## config.mk

```make
export PLATFORM = sky130hd
export DESIGN_NAME = windowed_key_debouncer
export DESIGN_NICKNAME = d
export VERILOG_FILES = /design/src/hdl/wkd_pkg.sv /design/src/hdl/wkd_key.sv /design/src/hdl/windowed_key_debouncer.sv
export SDC_FILE = /design/constraint.sdc
export NUM_CORES = 2
export LEC_CHECK = 0
export ABC_AREA = 1
export ABC_CLOCK_PERIOD_IN_PS = 4200
export BUFFER_PORTS_ARGS = -buffer_cell sky130_fd_sc_hd__buf_2
export CAP_MARGIN = 20
export CORE_MARGIN = 5
export CORE_UTILIZATION = 40
export CTS_CLUSTER_SIZE = 16
export DETAILED_ROUTE_END_ITERATION = 6
export HOLD_SLACK_MARGIN = 0.02
export PLACE_DENSITY = 0.69
export SYNTH_ARGS = -nofsm -noshare
export SYNTH_HDL_FRONTEND = slang
export SYNTH_SLANG_ARGS = --single-unit
```

## constraint.sdc

```tcl
create_clock -name clock -period 4.2 [get_ports clock]
set_input_delay 0.84 -clock clock [delete_from_list [all_inputs] [get_ports clock]]
set_output_delay 0.84 -clock clock [all_outputs]
set_load 0.01 [all_outputs]
```

## src/hdl/wkd_pkg.sv

```systemverilog
package wkd_pkg;

   // Number of keys handled in parallel.
   localparam int NUM_KEYS = 4;

   // Width of the key fields in the transaction payloads.
   localparam int MASK_W = 4;

   // Configuration port geometry.
   localparam int CSR_INDEX_W = 3;
   localparam int CSR_DATA_W  = 16;

   // Level counter saturation limits.
   localparam logic signed [6:0] COUNT_MAX = 7'sd63;
   localparam logic signed [6:0] COUNT_MIN = -7'sd63;

   // Configuration register indexes.
   typedef enum logic [CSR_INDEX_W-1:0] {
      CSR_PRESS_THRESHOLD   = 3'd0,
      CSR_RELEASE_THRESHOLD = 3'd1,
      CSR_MIN_GAP_MS        = 3'd2,
      CSR_WINDOW_TICKS      = 3'd3,
      CSR_REPORT_ENABLE     = 3'd4
   } csr_index_type;

   // Configuration register set.
   typedef struct packed {
      logic [5:0]        press_threshold;
      logic signed [6:0] release_threshold;
      logic [15:0]       min_gap_ms;
      logic [5:0]        window_ticks;
      logic              report_enable;
   } cfg_type;

   localparam cfg_type CFG_RESET = '{
      press_threshold:   6'd5,
      release_threshold: -7'sd5,
      min_gap_ms:        16'd20,
      window_ticks:      6'd20,
      report_enable:     1'b0
   };

   // Input transaction payload.
   typedef struct packed {
      logic        mode;
      logic [3:0]  key_levels;
      logic [31:0] now_ms;
   } req_type;

   // Result transaction payload.
   typedef struct packed {
      logic [3:0] changed_mask;
      logic [3:0] pressed_mask;
      logic       running;
   } rsp_type;

   // Per-scan control sent to every key slice.
   typedef struct packed {
      logic update;
      logic first;
   } key_ctl_type;

endpackage

```

## src/hdl/wkd_key.sv

```systemverilog
module wkd_key
   import wkd_pkg::*;
(
   input  logic        clock,
   input  logic        reset,
   input  key_ctl_type ctl,
   input  cfg_type     cfg,
   input  logic        level,
   input  logic [31:0] now_ms,
   output logic        changed,
   output logic        pressed
);

   logic signed [6:0] count_ff, count_in, base;
   logic              pressed_ff, pressed_in;
   logic [31:0]       press_time_ff, press_time_in;
   logic [31:0]       release_time_ff, release_time_in;
   logic              press_ok, release_ok;

   // Integrate the level into the counter, clearing it on the first scan of a window.
   always_comb begin
      base = ctl.first ? 7'sd0 : count_ff;
      if (level) begin
         count_in = (base < COUNT_MAX) ? base + 7'sd1 : base;
      end else begin
         count_in = (base > COUNT_MIN) ? base - 7'sd1 : base;
      end
   end

   // A state change needs the threshold, reporting enabled and the debounce time gone by.
   always_comb begin
      press_ok = level && (count_in >= $signed({1'b0, cfg.press_threshold})) &&
                 !pressed_ff && cfg.report_enable &&
                 ((now_ms - press_time_ff) >= {16'd0, cfg.min_gap_ms});
      release_ok = !level && (count_in <= cfg.release_threshold) &&
                   pressed_ff && cfg.report_enable &&
                   ((now_ms - release_time_ff) >= {16'd0, cfg.min_gap_ms});
      changed         = ctl.update && (press_ok || release_ok);
      pressed_in      = changed ? !pressed_ff : pressed_ff;
      press_time_in   = (ctl.update && press_ok) ? now_ms : press_time_ff;
      release_time_in = (ctl.update && release_ok) ? now_ms : release_time_ff;
      pressed         = pressed_in;
   end

   // Key state registers.
   always_ff @(posedge clock) begin
      if (reset) begin
         count_ff        <= 7'sd0;
         pressed_ff      <= 1'b0;
         press_time_ff   <= 32'd0;
         release_time_ff <= 32'd0;
      end else begin
         if (ctl.update) begin
            count_ff <= count_in;
         end
         pressed_ff      <= pressed_in;
         press_time_ff   <= press_time_in;
         release_time_ff <= release_time_in;
      end
   end

endmodule

```

## src/hdl/windowed_key_debouncer.sv

```systemverilog
// Windowed key debouncer. Each accepted transaction is either a pin edge (mode 1),
// which arms a window of window_ticks scans, or a scan tick (mode 0) carrying all key
// levels and the millisecond time. Every transaction produces exactly one result,
// registered on acceptance. A new transaction is accepted in every cycle while
// req_stall is low; all keys update in parallel with a small saturating counter, two
// threshold compares and two 32-bit time-difference compares each. Results pass through a
// two-entry output buffer, so req_stall rises only after a result has waited under
// rsp_stall while a second one arrived behind it. Configuration writes take effect at
// the clock edge that carries them and should be made while the block is idle.
module windowed_key_debouncer
   import wkd_pkg::*;
(
   input  logic                   clock,
   input  logic                   reset,
   input  logic                   req_valid,
   output logic                   req_stall,
   input  req_type                req_payload,
   output logic                   rsp_valid,
   input  logic                   rsp_stall,
   output rsp_type                rsp_payload,
   input  logic                   csr_we,
   input  logic [CSR_INDEX_W-1:0] csr_index,
   input  logic [CSR_DATA_W-1:0]  csr_wdata
);

   cfg_type     cfg_ff;
   logic [5:0]  ticks_left_ff, ticks_left_in;
   logic        req_accept, rsp_take;
   key_ctl_type key_ctl;
   logic [NUM_KEYS-1:0] key_level, key_changed, key_pressed;
   rsp_type     result;
   rsp_type     out_ff, skid_ff;
   logic        out_valid_ff, skid_valid_ff;

   assign req_accept = req_valid && !req_stall;
   assign rsp_take   = rsp_valid && !rsp_stall;

   // Configuration register writes.
   always_ff @(posedge clock) begin
      if (reset) begin
         cfg_ff <= CFG_RESET;
      end else if (csr_we) begin
         case (csr_index)
            CSR_PRESS_THRESHOLD:   cfg_ff.press_threshold   <= csr_wdata[5:0];
            CSR_RELEASE_THRESHOLD: cfg_ff.release_threshold <= $signed(csr_wdata[6:0]);
            CSR_MIN_GAP_MS:        cfg_ff.min_gap_ms        <= csr_wdata;
            CSR_WINDOW_TICKS:      cfg_ff.window_ticks      <= csr_wdata[5:0];
            CSR_REPORT_ENABLE:     cfg_ff.report_enable     <= csr_wdata[0];
            default:               cfg_ff                   <= cfg_ff;
         endcase
      end
   end

   // Window tracking: an edge reloads the window, each scan inside it counts down.
   always_comb begin
      key_ctl.update = req_accept && !req_payload.mode && (ticks_left_ff != 6'd0);
      key_ctl.first  = (ticks_left_ff == cfg_ff.window_ticks);
      ticks_left_in  = ticks_left_ff;
      if (req_accept) begin
         if (req_payload.mode) begin
            ticks_left_in = cfg_ff.window_ticks;
         end else if (ticks_left_ff != 6'd0) begin
            ticks_left_in = ticks_left_ff - 6'd1;
         end
      end
   end

   always_ff @(posedge clock) begin
      if (reset) begin
         ticks_left_ff <= 6'd0;
      end else begin
         ticks_left_ff <= ticks_left_in;
      end
   end

   // One slice per key; keys without a level bit read as low.
   for (genvar k = 0; k < NUM_KEYS; k++) begin : g_key
      if (k < MASK_W) begin : g_level
         assign key_level[k] = req_payload.key_levels[k];
      end else begin : g_low
         assign key_level[k] = 1'b0;
      end

      wkd_key u_key (
         .clock   (clock),
         .reset   (reset),
         .ctl     (key_ctl),
         .cfg     (cfg_ff),
         .level   (key_level[k]),
         .now_ms  (req_payload.now_ms),
         .changed (key_changed[k]),
         .pressed (key_pressed[k])
      );
   end

   // Assemble the result masks from the key slices.
   for (genvar m = 0; m < MASK_W; m++) begin : g_mask
      if (m < NUM_KEYS) begin : g_used
         assign result.changed_mask[m] = key_changed[m];
         assign result.pressed_mask[m] = key_pressed[m];
      end else begin : g_unused
         assign result.changed_mask[m] = 1'b0;
         assign result.pressed_mask[m] = 1'b0;
      end
   end
   assign result.running = (ticks_left_in != 6'd0);

   // Two-entry output buffer: the skid entry catches a result while the output waits.
   always_ff @(posedge clock) begin
      if (reset) begin
         out_valid_ff  <= 1'b0;
         skid_valid_ff <= 1'b0;
      end else if (skid_valid_ff) begin
         if (rsp_take) begin
            skid_valid_ff <= 1'b0;
         end
      end else if (req_accept) begin
         if (!out_valid_ff || rsp_take) begin
            out_valid_ff <= 1'b1;
         end else begin
            skid_valid_ff <= 1'b1;
         end
      end else if (rsp_take) begin
         out_valid_ff <= 1'b0;
      end
   end

   always_ff @(posedge clock) begin
      if (skid_valid_ff) begin
         if (rsp_take) begin
            out_ff <= skid_ff;
         end
      end else if (req_accept) begin
         if (!out_valid_ff || rsp_take) begin
            out_ff <= result;
         end else begin
            skid_ff <= result;
         end
      end
   end

   assign req_stall   = skid_valid_ff;
   assign rsp_valid   = out_valid_ff;
   assign rsp_payload = out_ff;

endmodule

```

==> results_dict.tcl <==
set metrics [dict create \
    outcome "finished with violations" \
    violations "setup timing" \
    critPathKind "reg2reg" \
    grt_first_pass_wirelength_um 219000 \
    slowest_stage "dfxtp_2" \
    core_um2 91700 \
    finalWirelength_um 152000 \
    area_growth_pct 31.6 \
    drt_iter0_markers 3774 \
    synth_top_area_share_pct 18.0 \
    worstPathRequired_ps 4580 \
    clock.fmax_ghz 0.232 \
    rsz0062_at_grt "yes" \
    fin_crit_ps 4300 \
    layout_common_cells "nand2_1, inv_1, buf_4" \
    relSlewSlack_pct 26.5 \
    clkTransAtPathRegs_ps 60 \
    die_h_um 314 \
    mostFrequentLayoutCell "nand2_1" \
    drc 0 \
    r2r_setup_slack_ps -100 \
    wl_per_cell_um 18.4 \
    dpl.hpwl_um 117000 \
    p_leak_nw 24.1 \
    placementRows 111 \
    drive_gt1_share_pct 18.6 \
    syn_area_um2 36900 \
    clockRootBuffer "clkbuf_16" \
    use_met2_pct 44.8 \
    place_inst 8080 \
    insertion_delay_ps 640 \
    fin_crit_sh_pct 102 \
    grt_busiest_layer "met2" \
    hp-class "reg2reg" \
    worst_pin_slew_ps 1100 \
    start_kind "register" \
    globalplace.congestion 1.03 \
    seq_area_frac_synth_pct 19.5 \
    postSynthCellCount 6193 \
    startpoint "cfg_ff[3]$_SDFFE_PP1P_" \
    cts.htree.levels 2 \
    r2r-start "cfg_ff[3]$_SDFFE_PP1P_" \
    cap_violations 0 \
    hold_viol 0 \
    ys.flop_type "dfxtp_1" \
    ant_nets 0 \
    holdBufCountCts 0 \
    clock_sinks 350 \
    cts_buffer_depth 3 \
    arrival_ps 4680 \
    regArea_um2 7200 \
    port_buffers 71 \
    fin_skew_ps 46.8 \
    start_util_pct 40.3 \
    io_pins 72 \
    antenna_found_initial 7 \
    place_ws_ps -887 \
    synth_area_leaders "dfxtp_1, nand2_1, ha_1, inv_1, a21oi_1" \
    end_kind "register" \
    slowest_delay_ps 320 \
    syn_nets 6704 \
    synth-edff-count 18 \
    via_per_inst 5.23 \
    nFillCells 9142 \
    grt_util_met1_pct 39.0 \
    async_reset_ff_share_pct 0 \
    final-setup-viol-count 87 \
    peakVddDrop_mv 0.284 \
    min_from "g_key[2].u_key.release_time_ff[12]$_SDFFE_PP0P_" \
    die_x_um 314 \
    dr.pass1.iters 7 \
    grt_max_degree 112 \
    ys_ff_latch 350 \
    cts_tree "yes" \
    yosysTopAreaCell "dfxtp_1" \
    timing.final.max_slew_violations 0 \
    syn-mean-instance-area_um2 5.96 \
    yosysWarningCount 0 \
    grt_overflow 0 \
    finalPower_mw 12.2 \
    fin_setup_tns_ps -3550 \
    cp_max_fo 6 \
    cts_buffers 46 \
    pwr_density_cell_nw_per_um2 251 \
    final_cells 8249 \
    nets 7533 \
    met3_usage_pct 3.58 \
    multi_input_area_um2 26400 \
    num_vias 43200 \
    die-area_um2 98400 \
    grt_pass1_vias 38900 \
    synth_cell_types 56 \
    postLayoutSetupSlackWorst_ps -104 \
    grt.total_usage_pct 27.9 \
]
==> critical path: cells and delay by family (launching register included) <==
family	cells	cell delay, ps
AND/OR/NAND/NOR	15	1510
buffers and inverters	7	890
AO/OA/AOI/OAI	5	600
adder cells (fa/ha/maj)	2	360
XOR/XNOR	2	340
flip-flops	1	320
==> final timing paths <==
kind         cells past startpoint                                         endpoint
max reg2reg                     31                         rsp_payload[4]$_DFFE_PP_
min reg2reg                      2  g_key[2].u_key.release_time_ff[12]$_SDFFE_PP0P_
min                              2  g_key[2].u_key.release_time_ff[12]$_SDFFE_PP0P_
max                             31                         rsp_payload[4]$_DFFE_PP_
==> layer usage <==
metal	vias up	routed length, um
met5	-	0
met4	0	6530
met3	293	11300
met2	1442	66500
met1	19900	67300
li1	21600	-
==> synth_stat cells (all sizes together) (8+ instances only) <==
library cell,n
xnor2,26
nand3b,21
inv,1081
nand3,368
o21ai,386
clkbuf,55
a21oi,543
fa,8
dfxtp,332
or2,9
nand4,107
o21bai,45
edfxtp,18
nor2,678
nor3,86
nand2,1681
ha,442
o211ai,29
buf,67
a31oi,10
a21o,10
xor2,136
==> registers in the layout, summed over array words and instances, names as in the netlist <==
register	cells
rsp_valid	1
req_stall	1
skid_ff	9
g_key.u_key.pressed_ff	4
g_key.u_key.release_time_ff	128
rsp_payload	9
g_key.u_key.press_time_ff	128
ticks_left_ff	6
g_key.u_key.count_ff	28
cfg_ff	36
==> cell families (layout without fill, tap and decap cells) <==
logic type / after synthesis / after routing / share of synthesized area [%]
AO/OA/AOI/OAI: 1061 / 1061 / 15.4
XOR/XNOR: 162 / 162 / 3.84
adder cells (fa/ha/maj): 450 / 450 / 15.4
buffers and inverters: 1205 / 2071 / 12.8
flip-flops: 350 / 350 / 19.5
other: 0 / 3 / 0
AND/OR/NAND/NOR: 2965 / 2966 / 33.0
==> timing repair <==
item / in CTS / in global routing
pin swaps: 13 / 99
resized for setup: 127 / 438
setup endpoints to repair: 244 / 276
endpoints found under the hold margin: 0 / 0
buffers inserted: 7 / 42
cloned: 1 / 32
==> power by group <==
group	total (mW)	internal, mW	switching [mW]
clock network	4.30	2.48	1.82
registers	3.47	3.41	0.0640
logic	4.40	1.82	2.58
total	12.2	7.71	4.46
==> through the flow <==
| step | cell area, um2 | util [%] | hold slack, ps |
|---|---|---|---|
| 5_1_grt | 48600 | 53.0 | 470 |
| 6_report | 48600 | 53.0 | 456 |
| 4_1_cts | 46100 | 50.3 | 459 |
| 3_5_place_dp | 44200 | 48.3 | 450 |
| 2_1_floorplan | 36900 | - | 427 |
| 3_3_place_gp | 44200 | 48.3 | 442 |
==> cell type report <==
| type | instances | share of cell area, % |
|---|---|---|
| Tap cell | 1186 | 3.05 |
| Timing Repair Buffer | 901 | 15.9 |
| Timing Repair inverter | 1 | 0.0232 |
| Inverter | 1083 | 8.47 |
| Antenna cell | 3 | 0.0155 |
| Clock buffer | 59 | 2.66 |
| Multi-Input combinational cell | 4639 | 54.4 |
| Sequential cell | 350 | 14.8 |
| Clock inverter | 27 | 0.685 |
Power figures use the tool's default switching activity.
